### src/hdl/bfa_pkg.sv
// Shared types and constants for the best-fit heap allocator.
// Used by the controller and the datapath; no dependencies.
`timescale 1ns / 1ps

package bfa_pkg;

  localparam logic       OPC_ALLOC = 1'b0;
  localparam logic       OPC_FREE  = 1'b1;

  localparam logic [2:0] ST_OK      = 3'd0;
  localparam logic [2:0] ST_ZERO    = 3'd1;
  localparam logic [2:0] ST_OOM     = 3'd2;
  localparam logic [2:0] ST_INVALID = 3'd3;
  localparam logic [2:0] ST_DFREE   = 3'd4;

  localparam int unsigned MIN_BLOCK_BYTES   = 32;
  localparam int unsigned MIN_PAYLOAD_BYTES = 16;
  localparam int unsigned ALIGN_MASK        = 7;
  localparam logic [15:0] LIMIT_RESET       = 16'd32768;

  typedef enum logic [5:0] {
    OP_NOP, OP_LOAD, OP_A_START, OP_W_RD, OP_W_SZ, OP_W_LN, OP_ARG_BEST,
    OP_A_GROW, OP_A_SPLIT, OP_A_SS_FINAL, OP_SS_HDR, OP_SS_FTR, OP_FINISH,
    OP_F_CHECK, OP_F_HDR, OP_F_RCHK, OP_F_RNS, OP_ARG_HW, OP_F_LCHK,
    OP_F_LPS, OP_F_LMRG, OP_F_TOP, OP_F_SHRINK,
    OP_I_START, OP_I_E2, OP_I_RT, OP_I_TL, OP_I_W2, OP_I_W3, OP_I_W4,
    OP_U_R1, OP_U_R2, OP_U_R3, OP_U_W1, OP_U_W2
  } dp_op_t;

  typedef struct packed {
    dp_op_t     op;
    logic [2:0] code;
  } cmd_t;

  typedef struct packed {
    logic is_free;
    logic req_zero;
    logic empty;
    logic walk_more;
    logic found;
    logic oom;
    logic split;
    logic bad_ptr;
    logic dfree;
    logic bad_size;
    logic right_in;
    logic right_free;
    logic hw_pos;
    logic rmerged;
    logic left_free;
    logic merged;
    logic at_top;
    logic self_link;
    logic out_busy;
  } sts_t;

endpackage

### src/hdl/bfa_ctrl.sv
// Allocator controller: sequences the datapath through alloc and free,
// with shared set-size, list insert and list unlink routines. Depends on bfa_pkg.
`timescale 1ns / 1ps

module bfa_ctrl (
  input  logic          clk,
  input  logic          rst,
  input  logic          in_valid,
  output logic          in_ready,
  input  bfa_pkg::sts_t sts,
  output bfa_pkg::cmd_t cmd
);
  import bfa_pkg::*;

  localparam int NS = 38;

  typedef enum logic [NS-1:0] {
    S_IDLE     = NS'(1) << 0,  S_DISPATCH = NS'(1) << 1,  S_A_START  = NS'(1) << 2,
    S_W_RD     = NS'(1) << 3,  S_W_SZ     = NS'(1) << 4,  S_W_LN     = NS'(1) << 5,
    S_A_SEL    = NS'(1) << 6,  S_A_GROW   = NS'(1) << 7,  S_A_SPLIT  = NS'(1) << 8,
    S_A_INS    = NS'(1) << 9,  S_A_FIN    = NS'(1) << 10, S_SS_HDR   = NS'(1) << 11,
    S_SS_FTR   = NS'(1) << 12, S_DONE     = NS'(1) << 13, S_F_CHECK  = NS'(1) << 14,
    S_F_HDR    = NS'(1) << 15, S_F_RCHK   = NS'(1) << 16, S_F_RNS    = NS'(1) << 17,
    S_F_RUNL   = NS'(1) << 18, S_F_RINS   = NS'(1) << 19, S_F_LCHK   = NS'(1) << 20,
    S_F_LPS    = NS'(1) << 21, S_F_LMRG   = NS'(1) << 22, S_F_TAIL   = NS'(1) << 23,
    S_F_TOP    = NS'(1) << 24, S_F_SHRINK = NS'(1) << 25, S_I_START  = NS'(1) << 26,
    S_I_E2     = NS'(1) << 27, S_I_RT     = NS'(1) << 28, S_I_TL     = NS'(1) << 29,
    S_I_W2     = NS'(1) << 30, S_I_W3     = NS'(1) << 31, S_I_W4     = NS'(1) << 32,
    S_U_R1     = NS'(1) << 33, S_U_R2     = NS'(1) << 34, S_U_R3     = NS'(1) << 35,
    S_U_W1     = NS'(1) << 36, S_U_W2     = NS'(1) << 37
  } state_t;

  state_t     state, state_next;
  state_t     ret, ret_next;
  logic [2:0] code, code_next;

  assign in_ready = (state == S_IDLE);

  always_comb begin
    state_next = state;
    ret_next   = ret;
    code_next  = code;
    cmd.op     = OP_NOP;
    cmd.code   = code;
    case (state)
      S_IDLE: begin
        if (in_valid) begin
          cmd.op     = OP_LOAD;
          state_next = S_DISPATCH;
        end
      end
      S_DISPATCH: state_next = sts.is_free ? S_F_CHECK : S_A_START;
      S_A_START: begin
        cmd.op = OP_A_START;
        if (sts.req_zero) begin
          code_next  = ST_ZERO;
          state_next = S_DONE;
        end else if (sts.empty) begin
          state_next = S_A_GROW;
        end else begin
          state_next = S_W_RD;
        end
      end
      S_W_RD: begin
        cmd.op     = OP_W_RD;
        state_next = S_W_SZ;
      end
      S_W_SZ: begin
        cmd.op     = OP_W_SZ;
        state_next = S_W_LN;
      end
      S_W_LN: begin
        cmd.op     = OP_W_LN;
        state_next = sts.walk_more ? S_W_SZ : S_A_SEL;
      end
      S_A_SEL: begin
        cmd.op = OP_ARG_BEST;
        if (sts.found) begin
          ret_next   = S_A_SPLIT;
          state_next = S_U_R1;
        end else begin
          state_next = S_A_GROW;
        end
      end
      S_A_GROW: begin
        cmd.op = OP_A_GROW;
        if (sts.oom) begin
          code_next  = ST_OOM;
          state_next = S_DONE;
        end else begin
          state_next = S_A_FIN;
        end
      end
      S_A_SPLIT: begin
        cmd.op = OP_A_SPLIT;
        if (sts.split) begin
          ret_next   = S_A_INS;
          state_next = S_SS_HDR;
        end else begin
          state_next = S_A_FIN;
        end
      end
      S_A_INS: begin
        ret_next   = S_A_FIN;
        state_next = S_I_START;
      end
      S_A_FIN: begin
        cmd.op     = OP_A_SS_FINAL;
        code_next  = ST_OK;
        ret_next   = S_DONE;
        state_next = S_SS_HDR;
      end
      S_SS_HDR: begin
        cmd.op     = OP_SS_HDR;
        state_next = S_SS_FTR;
      end
      S_SS_FTR: begin
        cmd.op     = OP_SS_FTR;
        state_next = ret;
      end
      S_DONE: begin
        if (!sts.out_busy) begin
          cmd.op     = OP_FINISH;
          state_next = S_IDLE;
        end
      end
      S_F_CHECK: begin
        cmd.op = OP_F_CHECK;
        if (sts.bad_ptr) begin
          code_next  = ST_INVALID;
          state_next = S_DONE;
        end else begin
          state_next = S_F_HDR;
        end
      end
      S_F_HDR: begin
        cmd.op = OP_F_HDR;
        if (sts.dfree) begin
          code_next  = ST_DFREE;
          state_next = S_DONE;
        end else if (sts.bad_size) begin
          code_next  = ST_INVALID;
          state_next = S_DONE;
        end else begin
          ret_next   = S_F_RCHK;
          state_next = S_SS_HDR;
        end
      end
      S_F_RCHK: begin
        cmd.op     = OP_F_RCHK;
        state_next = sts.right_in ? S_F_RNS : S_F_LCHK;
      end
      S_F_RNS: begin
        cmd.op = OP_F_RNS;
        if (sts.right_free) begin
          ret_next   = S_F_RUNL;
          state_next = S_SS_HDR;
        end else begin
          state_next = S_F_LCHK;
        end
      end
      S_F_RUNL: begin
        ret_next   = S_F_RINS;
        state_next = S_U_R1;
      end
      S_F_RINS: begin
        cmd.op     = OP_ARG_HW;
        ret_next   = S_F_LCHK;
        state_next = S_I_START;
      end
      S_F_LCHK: begin
        cmd.op     = OP_F_LCHK;
        state_next = sts.hw_pos ? S_F_LPS : S_F_TAIL;
      end
      S_F_LPS: begin
        cmd.op = OP_F_LPS;
        if (sts.rmerged) begin
          ret_next   = S_F_LMRG;
          state_next = S_U_R1;
        end else begin
          state_next = S_F_LMRG;
        end
      end
      S_F_LMRG: begin
        cmd.op = OP_F_LMRG;
        if (sts.left_free) begin
          ret_next   = S_F_TAIL;
          state_next = S_SS_HDR;
        end else if (sts.rmerged) begin
          ret_next   = S_F_TAIL;
          state_next = S_I_START;
        end else begin
          state_next = S_F_TAIL;
        end
      end
      S_F_TAIL: begin
        cmd.op = OP_ARG_HW;
        if (!sts.merged) begin
          ret_next   = S_F_TOP;
          state_next = S_I_START;
        end else begin
          state_next = S_F_TOP;
        end
      end
      S_F_TOP: begin
        cmd.op    = OP_F_TOP;
        code_next = ST_OK;
        if (sts.at_top) begin
          ret_next   = S_F_SHRINK;
          state_next = S_U_R1;
        end else begin
          state_next = S_DONE;
        end
      end
      S_F_SHRINK: begin
        cmd.op     = OP_F_SHRINK;
        state_next = S_DONE;
      end
      S_I_START: begin
        cmd.op     = OP_I_START;
        state_next = sts.empty ? S_I_E2 : S_I_RT;
      end
      S_I_E2: begin
        cmd.op     = OP_I_E2;
        state_next = ret;
      end
      S_I_RT: begin
        cmd.op     = OP_I_RT;
        state_next = S_I_TL;
      end
      S_I_TL: begin
        cmd.op     = OP_I_TL;
        state_next = S_I_W2;
      end
      S_I_W2: begin
        cmd.op     = OP_I_W2;
        state_next = S_I_W3;
      end
      S_I_W3: begin
        cmd.op     = OP_I_W3;
        state_next = S_I_W4;
      end
      S_I_W4: begin
        cmd.op     = OP_I_W4;
        state_next = ret;
      end
      S_U_R1: begin
        cmd.op     = OP_U_R1;
        state_next = S_U_R2;
      end
      S_U_R2: begin
        cmd.op     = OP_U_R2;
        state_next = S_U_R3;
      end
      S_U_R3: begin
        cmd.op     = OP_U_R3;
        state_next = sts.self_link ? ret : S_U_W1;
      end
      S_U_W1: begin
        cmd.op     = OP_U_W1;
        state_next = S_U_W2;
      end
      S_U_W2: begin
        cmd.op     = OP_U_W2;
        state_next = ret;
      end
      default: state_next = S_IDLE;
    endcase
  end

  always_ff @(posedge clk) begin
    if (rst) begin
      state <= S_IDLE;
      ret   <= S_IDLE;
      code  <= ST_OK;
    end else begin
      state <= state_next;
      ret   <= ret_next;
      code  <= code_next;
    end
  end

  a_walk_nonempty: assert property (@(posedge clk) disable iff (rst)
    (state == S_W_RD) |-> !sts.empty)
    else $error("free list walk started on an empty list");

  a_done_hold: assert property (@(posedge clk) disable iff (rst)
    (state == S_DONE && sts.out_busy) |=> (state == S_DONE))
    else $error("result dropped while output register full");

endmodule

### config.mk
export PLATFORM = sky130hd
export DESIGN_NAME = bfa_ctrl
export DESIGN_NICKNAME = d
export VERILOG_FILES = /design/src/hdl/bfa_pkg.sv /design/src/hdl/bfa_ctrl.sv
export SDC_FILE = /design/constraint.sdc
export NUM_CORES = 1
export LEC_CHECK = 0
export BUFFER_PORTS_ARGS = -buffer_cell sky130_fd_sc_hd__buf_2
export CORE_MARGIN = 4
export CORE_UTILIZATION = 35
export DETAILED_ROUTE_END_ITERATION = 10
export GPL_TIMING_DRIVEN = 0
export SLEW_MARGIN = 20
export SYNTH_ARGS = -nofsm -noshare
export SYNTH_HDL_FRONTEND = slang
export SYNTH_SLANG_ARGS = --single-unit
### constraint.sdc
create_clock -name clk -period 3.7 [get_ports clk]
set_clock_uncertainty 0.1 [all_clocks]
set_input_delay 0.185 -clock clk [delete_from_list [all_inputs] [get_ports clk]]
set_output_delay 0.185 -clock clk [all_outputs]
set_load 0.01 [all_outputs]
# Word level (Yosys, flattened, before mapping)
# Index checks and enable logic that the tools add are counted.
# totals
register_bits	79
latchBits	0
mem_bits_rw	0
romBits	0
inputBits	22
out_inout_bits	10
wordCells	108
n_memories	0
# op_classes
addsub	0
n_mul	0
div_mod_pow	0
magnitude_cmp	0
eq_ne	53
n_shift	0
muxes	43
bitwise_logic	0
n_reduce_logical	9
# ops
operator	count
$pmux 38 s34	1
$mux 38	13
$pmux 38 s12	1
$pmux 6 s34	1
$mux 34	3
$mux 27	3
$mux 14	4
$mux 21	2
$eq 38x1->1 const B	1
$eq 38x10->1 const B	1
$eq 38x11->1 const B	1
$eq 38x12->1 const B	1
$eq 38x13->1 const B	1
$eq 38x14->1 const B	1
$eq 38x15->1 const B	1
$eq 38x16->1 const B	1
$eq 38x17->1 const B	1
$eq 38x18->1 const B	1
$eq 38x19->1 const B	1
$eq 38x2->1 const B	1
$eq 38x20->1 const B	1
$eq 38x21->1 const B	1
$eq 38x22->1 const B	1
$eq 38x23->1 const B	1
42 further kinds	61

# Longest topological paths before layout
# Gate-level depths: netlist of the first run.
# depth
word_depth	4
mapped_depth	9
ltp_nobuf	7

# Worst setup path before layout of the first run
# No wires, ideal clock.
# synth_path
kind	register -> output
from	register state[17]
to	output cmd[3] (netlist name)
arrival_ns	2.422
required_time_ns	3.415
setup_slack_ns	0.993
stages_incl_launch_ff	9
path_buffers	1
path_cell_list	dfxtp_1 -> buf_2 -> nor4_4 -> nand4_2 -> nor4_2 -> nor4b_1 -> nand2_1 -> nand3_1 -> or4_1
# synth_lines
element	line	text
start: declaration	bfa_ctrl.sv:33	state_t state, state_next;
start signal: assignment	bfa_ctrl.sv:277	state <= state_next;
end: declaration	bfa_ctrl.sv:11	output bfa_pkg::cmd_t cmd

==> reports/qor.yml, run 1 <==
clocking:
  clock-root-buffer: "clkbuf_8"
  tritoncts: "done"
  numCtsBuffers: 5
  cts.sinks: 54
  cts_htree_levels: 2
  clock_latency_ns: 0.32
  clockBufferDepth: 2
  cts.clk_slew.worst_paths_ns: 0.09
drt:
  first_pass_iters: 4
  wl_per_cell_microns: 19.9
  antenna_left: 0
  viasPerCell: 6.04
  vias: 3633
  routed_wl_microns: 12000
  drtIter0Drc: 197
  drcViolationCount: 0
floorplan:
  die_w_microns: 107
  die_h_microns: 107
  core_area_sq_um: 9420
  row_count: 35
  pin_count: 32
  initial_core_util_pct: 36.7
  dieArea_sq_um: 11500
final_layout:
  layout_commonest_cell: "dfxtp_1"
  final_layout_size_suffix_gt1_share_pct: 20.3
  final_cell_mix: "dfxtp_1 (54), nor2_1 (47), buf_2 (40), nand2_1 (32)"
  antenna_cells: 0
  final_area_sq_um: 4040
  nNetsFinal: 493
  area_growth_pct: 17.0
setup_path:
  crit_arrival_ns: 3.37
  reg2reg_to: "ret[23]$_SDFFE_PP0P_"
  critical_path_required_ns: 3.41
  setup.worst_path.class: "flip-flop to primary output"
  worstPathCellList: "buf_2, nor4_4, nand4_2, buf_2, nor4_4, nor4bb_1, a2111oi_0, nand4_1, buf_2"
  rrSetupSlack_ns: 0.19
  cpPeakStageDelay_ns: 0.50
  critPathLaunch: "state[18]$_SDFFE_PP0P_"
  end_kind: "primary output"
  worstRegToRegCells: 8
  crit_fanout: 10
  crit_top_cell: "buf_2"
  reg2reg_from: "state[23]$_SDFFE_PP0P_"
  worst_setup_path_start_kind: "flip-flop"
  cp_slowest_cell: "nor4_4"
global_route:
  grt_pass1_vias: 3376
  grt-ovfl-total: 0
  grt_usage_pct: 20.9
  grt_pass1_wl_microns: 18800
  antenna_found_initial: 0
  grt_max_degree: 17
power:
  power_mw: 1.31
  ir_worst_vdd_v: 0.000150
  p_per_area_nw_per_um2: 324
  leakage_nw: 1.57
placed_design:
  placed_area_sq_um: 3780
  hpwl_microns: 9350
  place_congestion: 0.945
  portBuffers: 31
min_path:
  min_from: "sts[8]"
  hold_path_depth: 3
  worstHoldEndpoint: "state[17]$_SDFFE_PP0P_"
  hold_path_class: "input pin to flip-flop"
synthesis:
  syn_area_per_cell_sq_um: 8.14
  async_reset_ff_share_pct: 0
  ys_seq_elements: 54
  ys_types: 64
  seq_area_frac_synth_pct: 31.3
  syn-num-nets: 446
  synth.cell_area_sq_um: 3450
  netlist_instances: 424
  synth_top_flop_cell: "dfxtp_1"
  synth_edf_count: 0
  yosys_warnings: 0
sta:
  finalCriticalPeriod_ns: 3.65
  report.final.slew_viol_count: 0
  fmax_mhz: 274
  min_period_over_period_pct: 98.7
  finalSetupViolations: 0
  hold_violations: 0
  worstMarginPinSlew_ns: 0.844
  max-slew-margin-rel_pct: 43.2
  grt_setup_unrepaired: "true"
run_status:
  status: "complete, no violations"
run:
  cap_violations: 0
==> flip-flops by register name, summed over array words and instances (netlist names) <==
name,flops
code,3
ret,13
state,38
==> logic make-up after synthesis <==
group                  count (synthesis)  synth area share (%)
AO/OA/AOI/OAI                         71                  14.3
XOR/XNOR                              10                  2.54
buffers and inverters                 26                  3.15
flip-flops                            54                  31.3
multiplexers                           4                  1.23
AND/OR/NAND/NOR                      259                  47.5
==> routing by layer <==
metal	part of all wire (%)	global-route usage, %	routed length, microns	up-vias
met5	0	0	0	-
met2	45	33.0	5380	138
met3	6.3	2.70	754	17
met4	2.1	5.50	246	0
li1	-	-	-	1724
met1	47	30.1	5590	1754
==> metrics by stage <==
step	hold slack, ns	util, %	setup WS [ns]	std cells	setup TNS, ns
after detailed placement	0.271	40.1	0.167	584	0
after floorplan	0.163	-	0.993	424	0
after global placement	0.265	40.0	0.0762	584	0
final	0.00912	42.9	0.0477	601	0
after global routing	0.0339	42.9	-0.0312	601	-0.105
after CTS	0.00526	42.2	0.0229	597	0
==> how the worst max path moves through the flow <==
stage | cells past startpoint | end | slack (ns)
after floorplan | 8 | cmd[3] | 0.99
after global routing | 8 | state[11]$_SDFFE_PP0P_ | -0.03
final | 9 | cmd[6] | 0.05
after global placement | 8 | ret[23]$_SDFFE_PP0P_ | 0.08
after CTS | 9 | cmd[6] | 0.02
after detailed placement | 9 | state[33]$_SDFFE_PP0P_ | 0.17
==> cell type report <==
class / count / area, sq um
fillers: 965 / 5380
inverters: 9 / 33.8
flip-flops and latches: 54 / 1080
plain buffers: 17 / 76.3
clock buffers: 6 / 82.6
multi-input cells: 344 / 2310
clock inverters: 2 / 60.1
well taps: 129 / 161
repair buffers: 40 / 235
==> cell usage after synthesis (4+ instances only) <==
cell	count	area share [%]
dfxtp_1	54	31
nor2_1	47	5.1
nand2_1	32	3.5
nor3_1	22	3.2
a21oi_1	19	2.8
nor4_1	19	3.4
nand3_1	17	2.5
nand2b_1	16	2.9
nand4_1	14	2.5
o21ai_0	11	1.6
nand4b_1	10	2.5
buf_2	9	1.3
inv_1	9	0.98
clkbuf_1	8	0.87
and2_1	7	1.3
or4_1	7	1.5
nor4_2	6	2.2
or3_1	6	1.1
xor2_1	6	1.5
and3_1	5	0.91
and4_1	5	1.3
nor4b_1	5	1.3
a22o_1	4	1.0
a31oi_1	4	0.72
nand3b_1	4	0.87
nor2b_1	4	0.72
nor4_4	4	2.5
o2111ai_1	4	1.0
or2_2	4	0.72
or4_4	4	1.3
or4b_2	4	1.2
xnor2_1	4	1.0
==> what timing repair did <==
item                       4_1_cts  5_1_grt
setup endpoints to repair        2       41
setup buffers                    0        4
hold buffers                     5        0
pin swaps                        0        2
resized for setup                1        7
hold endpoints to repair         6        0
==> worst max-delay path, delay by kind of cell, from the launching register on <==
| kind | cells | cell delay [ns] |
|---|---|---|
| AOI/OAI and AO/OA | 1 | 0.19 |
| buffers and inverters | 3 | 0.65 |
| DFF | 1 | 0.30 |
| and+or+nand+nor | 5 | 1.91 |
==> power breakdown <==
part	internal [mW]	total, mW	switching, mW	leakage, nW
clock	0.289	0.490	0.201	0.0714
sequential	0.586	0.594	0.00777	0.435
combinational	0.0753	0.226	0.151	1.06
total	0.950	1.31	0.360	1.57
(Power assumes the default switching activity.)
==> inputs of run 2 (changes only) <==
Settings changed: CAP_MARGIN set to 25, CTS_BUF_LIST set to sky130_fd_sc_hd__clkbuf_2.
==> reports/qor.yml, run 2 (synthesis results as in run 1) <==
final_layout:
  antenna_cells: 0  # unchanged
  largest_reg_flops: 38  # unchanged
  instances_no_fill: 610  # +1.5%
  layout_commonest_cell: "dfxtp_1"
  final_cell_mix: "dfxtp_1 (53), nor2_1 (47), buf_2 (40), nand2_1 (32)"
  final_util_pct: 43.8  # +0.89 points
  area_growth_pct: 19.4
  nNetsFinal: 502  # +1.8%
  final_layout_size_suffix_gt1_share_pct: 20.4  # +0.035 points
  reg.largest.list: "state (38), ret (13), code (3)"
  regMostFlops: "state"
floorplan:
  dieArea_sq_um: 11500  # unchanged
  die_w_microns: 107  # unchanged
  pin_count: 32  # unchanged
  initial_core_util_pct: 36.7  # unchanged
  core_area_sq_um: 9420  # unchanged
  die_h_microns: 107  # unchanged
  row_count: 35  # unchanged
drt:
  antenna_left: 0  # unchanged
  drtIter0Drc: 253  # +28%
  routed_wl_microns: 12000  # +0.53%
  wl_per_cell_microns: 19.7  # -0.96%
  first_pass_iters: 5  # +1
  drcViolationCount: 0  # unchanged
  vias: 3617  # -0.44%
  viasPerCell: 5.93  # -1.9%
clocking:
  clock-root-buffer: "clkbuf_2"
  clockBufferDepth: 2  # unchanged
  clock_latency_ns: 0.48  # +0.16 ns
  numCtsBuffers: 5  # unchanged
  cts.sinks: 54  # unchanged
  cts.clk_slew.worst_paths_ns: 0.27  # +0.18 ns
  tritoncts: "done"
  cts_htree_levels: 2  # unchanged
sta:
  fmax_mhz: 280  # +2.2%
  finalSetupViolations: 0  # unchanged
  worstMarginPinSlew_ns: 0.803  # -0.0410 ns
  hold_violations: 0  # unchanged
  grt_setup_unrepaired: "false"
  max-slew-margin-rel_pct: 46.1  # +2.8 points
  min_period_over_period_pct: 96.6  # -2.1 points
  finalCriticalPeriod_ns: 3.57  # -0.0775 ns
  finalSetupTns_ns: 0  # unchanged
  report.final.slew_viol_count: 0  # unchanged
  whs_ns: 0.0192  # +0.0101 ns
run_status:
  status: "complete, no violations"
power:
  leakage_nw: 1.59  # +1.8%
  p_per_area_nw_per_um2: 292  # -9.8%
  ir_worst_vdd_v: 0.000150  # +0.23%
global_route:
  grt_usage_pct: 21.0  # about the same
  grt_pass1_vias: 3377  # +0.030%
  antenna_found_initial: 0  # unchanged
  grt-ovfl-total: 0  # unchanged
  grt_max_degree: 17  # unchanged
  grt_pass1_wl_microns: 18800  # +0.11%
setup_path:
  worst_setup_path_start_kind: "flip-flop"
  end_kind: "primary output"
  critical_path_required_ns: 3.41  # about the same
  setup.worst_path.class: "flip-flop to primary output"
  crit_fanout: 10  # unchanged
  crit_arrival_ns: 3.29  # -0.08 ns
placed_design:
  place_congestion: 0.945  # unchanged
  placedCellCount: 584  # unchanged
  hpwl_microns: 9350  # unchanged
  portBuffers: 31  # unchanged
min_path:
  hold_path_class: "input pin to flip-flop"
run:
  cap_violations: 0  # unchanged
run 2: changes by cell type in the layout (fill, tap and decap cells not counted), moves of 2 or more:
cell	before	now
clkbuf_8	6	0
clkbuf_2	1	5
dlygate4sd3_1	5	14
nor4_1	18	16
nor3_4	1	3
nor3_2	4	2
run 2: where the power goes:
group	internal, mW	leakage [nW]	switching (mW)	total [mW]
clock network	0.179	0.0506	0.196	0.375
logic	0.0812	1.11	0.153	0.234
registers	0.589	0.436	0.00807	0.597
total	0.849	1.59	0.356	1.21
run 2: per-layer routing:
layer | track usage (%) | vias to the layer above | share of wire [%]
li1 | - | 1737 | -
met1 | 30.3 | 1718 | 46
met2 | 33.0 | 146 | 45
met3 | 2.70 | 16 | 7.0
met4 | 5.23 | 0 | 1.7
met5 | 0 | - | 0
run 2: layout make-up:
cell class | instances | area (sq um)
clock buffers | 5 | 25.0
fillers | 955 | 5290
plain buffers | 17 | 75.1
well taps | 129 | 161
repair buffers | 49 | 325
flip-flops and latches | 54 | 1080
multi-input cells | 344 | 2360
clock inverters | 3 | 63.8
inverters | 9 | 33.8
run 2: stage by stage:
step | setup WS (ns) | total power, mW | instance area, sq um
floorplan | 0.993 | 0.724 | 3450
global placement | 0.0762 | 0.805 | 3770
detailed placement | 0.167 | 0.807 | 3780
CTS | -0.0217 | 1.20 | 4040
global route | 0.0145 | 1.25 | 4120
finish | 0.125 | 1.21 | 4120
run 2: timing repair:
item                                    4_1_cts  5_1_grt
hold buffers                                 14        0
resized for setup                             3       11
pin swaps                                     1        2
buffers inserted                              1        3
endpoints found under the setup margin        5       24
hold endpoints to repair                     19        0
run 2: worst paths after layout:
path / end / slack [ns] / from / cells after the start
setup / recovery: cmd[6] / 0.13 / state[18]$_SDFFE_PP0P_ / 9
hold / removal: code[0]$_SDFFE_PP0P_ / 0.02 / rst / 3
setup reg to reg: state[11]$_SDFFE_PP0P_ / 0.32 / state[32]$_SDFFE_PP0P_ / 7
hold reg to reg: state[22]$_SDFFE_PP0P_ / 0.38 / ret[22]$_SDFFE_PP0P_ / 2
run 2: critical path: stages, from the launching register on:
cell	delay, ns
dfxtp_1	0.35
buf_2	0.17
nor4_4	0.36
nand4_2	0.29
buf_2	0.33
nor4_4	0.44
nor4bb_2	0.41
a2111oi_0	0.17
nand4_1	0.17
buf_2	0.15
==> inputs of run 3 (changes only) <==
Settings changed: GPL_TIMING_DRIVEN 0 to not set.
==> reports/qor.yml, run 3 (synthesis results as in run 1) <==
run_status:
  status: "complete, no violations"
power:
  ir_worst_vdd_v: 0.000197  # +31%
  pwr-share-clk_pct: 24.5  # -6.6 points
  power_mw: 1.08  # -10%
  leakage_nw: 1.55  # -2.5%
  p_seq_share_pct: 55.3  # +5.8 points
  p_per_area_nw_per_um2: 268  # -8.2%
  internal_power_mw: 0.721  # -15%
  p_sw_share_pct: 33.3  # +3.7 points
  p_switching_mw: 0.360  # +0.98%
  combPwrFrac_pct: 20.2  # +0.8 points
final_layout:
  layout_commonest_cell: "dfxtp_1"
  largest_reg_flops: 38  # unchanged
  nNetsFinal: 499  # -0.60%
  final_layout_size_suffix_gt1_share_pct: 19.5  # -0.92 points
  area_growth_pct: 16.6
  instances_no_fill: 607  # -0.49%
  reg.largest.list: "state (38), ret (13), code (3)"
  regMostFlops: "state"
  antenna_cells: 0  # unchanged
  final_cell_mix: "dfxtp_1 (54), nor2_1 (47), nand2_1 (32), buf_2 (31), nor3_1 (22)"
  final_area_sq_um: 4030  # -2.4%
sta:
  hold_violations: 0  # unchanged
  fmax_mhz: 290  # +3.8%
  min_period_over_period_pct: 93.1  # -3.5 points
  max-slew-margin-rel_pct: 32.5  # -14 points
  finalSetupTns_ns: 0  # unchanged
  whs_ns: 0.0365  # +0.0173 ns
  report.final.slew_viol_count: 0  # unchanged
  finalSetupViolations: 0  # unchanged
  grt_setup_unrepaired: "false"
  worstMarginPinSlew_ns: 0.987  # +0.184 ns
  finalCriticalPeriod_ns: 3.45  # -0.130 ns
drt:
  routed_wl_microns: 11500  # -4.4%
  wl_per_cell_microns: 18.9  # -4.0%
  first_pass_iters: 5  # unchanged
  vias: 3627  # +0.28%
  drcViolationCount: 0  # unchanged
  antenna_left: 0  # unchanged
  drtIter0Drc: 294  # +16%
  viasPerCell: 5.98  # +0.77%
global_route:
  grt_pass1_vias: 3367  # -0.30%
  antenna_found_initial: 0  # unchanged
  grt_pass1_wl_microns: 18000  # -4.1%
  grt-ovfl-total: 0  # unchanged
  grt_max_degree: 25  # +8
  grt_usage_pct: 20.0  # -0.97 points
placed_design:
  hpwl_microns: 9120  # -2.5%
  placedCellCount: 583  # -0.17%
  placed_area_sq_um: 3810  # +1.0%
  place_congestion: 0.950  # +0.48%
  portBuffers: 31  # unchanged
setup_path:
  crit_buf_inv: 2  # -1
  worstPathCellList: "nor4_4, nand4_2, buf_4, nor4_2, or4b_1, nand4b_1, or4_1, buf_2"
  cp_slowest_cell: "or4b_1"
  worst_setup_path_start_kind: "flip-flop"
  end_kind: "primary output"
  crit_fanout: 9  # -1
  crit_arrival_ns: 3.16  # -0.13 ns
  cpPeakStageDelay_ns: 0.49  # +0.05 ns
  cp_top_family: "simple AND/OR/NAND/NOR gates"
  setup.worst_path.class: "flip-flop to primary output"
  critical_path_required_ns: 3.41  # about the same
min_path:
  hold_path_class: "input pin to flip-flop"
floorplan:
  core_area_sq_um: 9420  # unchanged
  die_h_microns: 107  # unchanged
  pin_count: 32  # unchanged
  initial_core_util_pct: 36.7  # unchanged
  row_count: 35  # unchanged
  dieArea_sq_um: 11500  # unchanged
  die_w_microns: 107  # unchanged
run:
  cap_violations: 0  # unchanged
clocking:
  clock-root-buffer: "clkbuf_2"
  cts_htree_levels: 2  # unchanged
  clockBufferDepth: 2  # unchanged
  cts.clk_slew.worst_paths_ns: 0.31  # +0.04 ns
  numCtsBuffers: 5  # unchanged
  cts.repair.resized: 0  # -3
  cts.sinks: 54  # unchanged
  clock_latency_ns: 0.48  # about the same
  tritoncts: "done"
-- run 3: path summary, 6_finish.rpt --
| kind | startpoint | to | slack (ns) | depth (start not counted) |
|---|---|---|---|---|
| worst max-delay path | state[17]$_SDFFE_PP0P_ | cmd[3] | 0.25 | 8 |
| worst min-delay path | rst | state[1]$_SDFFE_PP0P_ | 0.04 | 2 |
| worst max register to register | state[17]$_SDFFE_PP0P_ | state[25]$_SDFFE_PP0P_ | 0.53 | 8 |
| worst min register to register | ret[22]$_SDFFE_PP0P_ | state[22]$_SDFFE_PP0P_ | 0.38 | 2 |
-- run 3: power by group through the flow --
| stage | registers, mW | clock network [mW] | logic (mW) |
|---|---|---|---|
| 2_1_floorplan | 0.605 | 0 | 0.119 |
| 3_3_place_gp | 0.606 | 0 | 0.203 |
| 3_5_place_dp | 0.607 | 0 | 0.200 |
| 4_1_cts | 0.598 | 0.272 | 0.214 |
| 5_1_grt | 0.599 | 0.286 | 0.234 |
| 6_report | 0.598 | 0.264 | 0.219 |
-- run 3: cell type report --
type	instances	area, sq um
flip-flops and latches	54	1080
inverters	9	33.8
fillers	973	5390
repair buffers	63	435
multi-input cells	344	2260
clock inverters	3	25.0
well taps	129	161
clock buffers	5	25.0
-- run 3: repair_timing --
action / in CTS / in global routing
hold buffers: 16 / 0
setup buffers: 0 / 0
hold endpoints to repair: 21 / 0
-- run 3: stage by stage --
step	setup WS, ns	util, %
2_1_floorplan	0.993	-
3_3_place_gp	0.603	40.5
3_5_place_dp	0.613	40.5
4_1_cts	0.231	42.8
5_1_grt	0.0165	42.8
6_report	0.255	42.8
-- run 3: worst register-to-register path: stages (launching register included) --
cell      delay [ns]
dfxtp_1         0.47
nor4_4          0.38
nand4_2         0.31
buf_4           0.28
nor4_2          0.39
nand4b_1        0.24
o21ai_2         0.50
and2b_1         0.31
and2_1          0.18
-- run 3: routing by layer --
metal / track usage [%] / vias to the layer above / share of wire [%]
li1: - / 1726 / -
met1: 28.4 / 1703 / 47
met2: 30.4 / 163 / 43
met3: 3.60 / 35 / 7.1
met4: 6.76 / 0 / 2.9
met5: 0 / - / 0
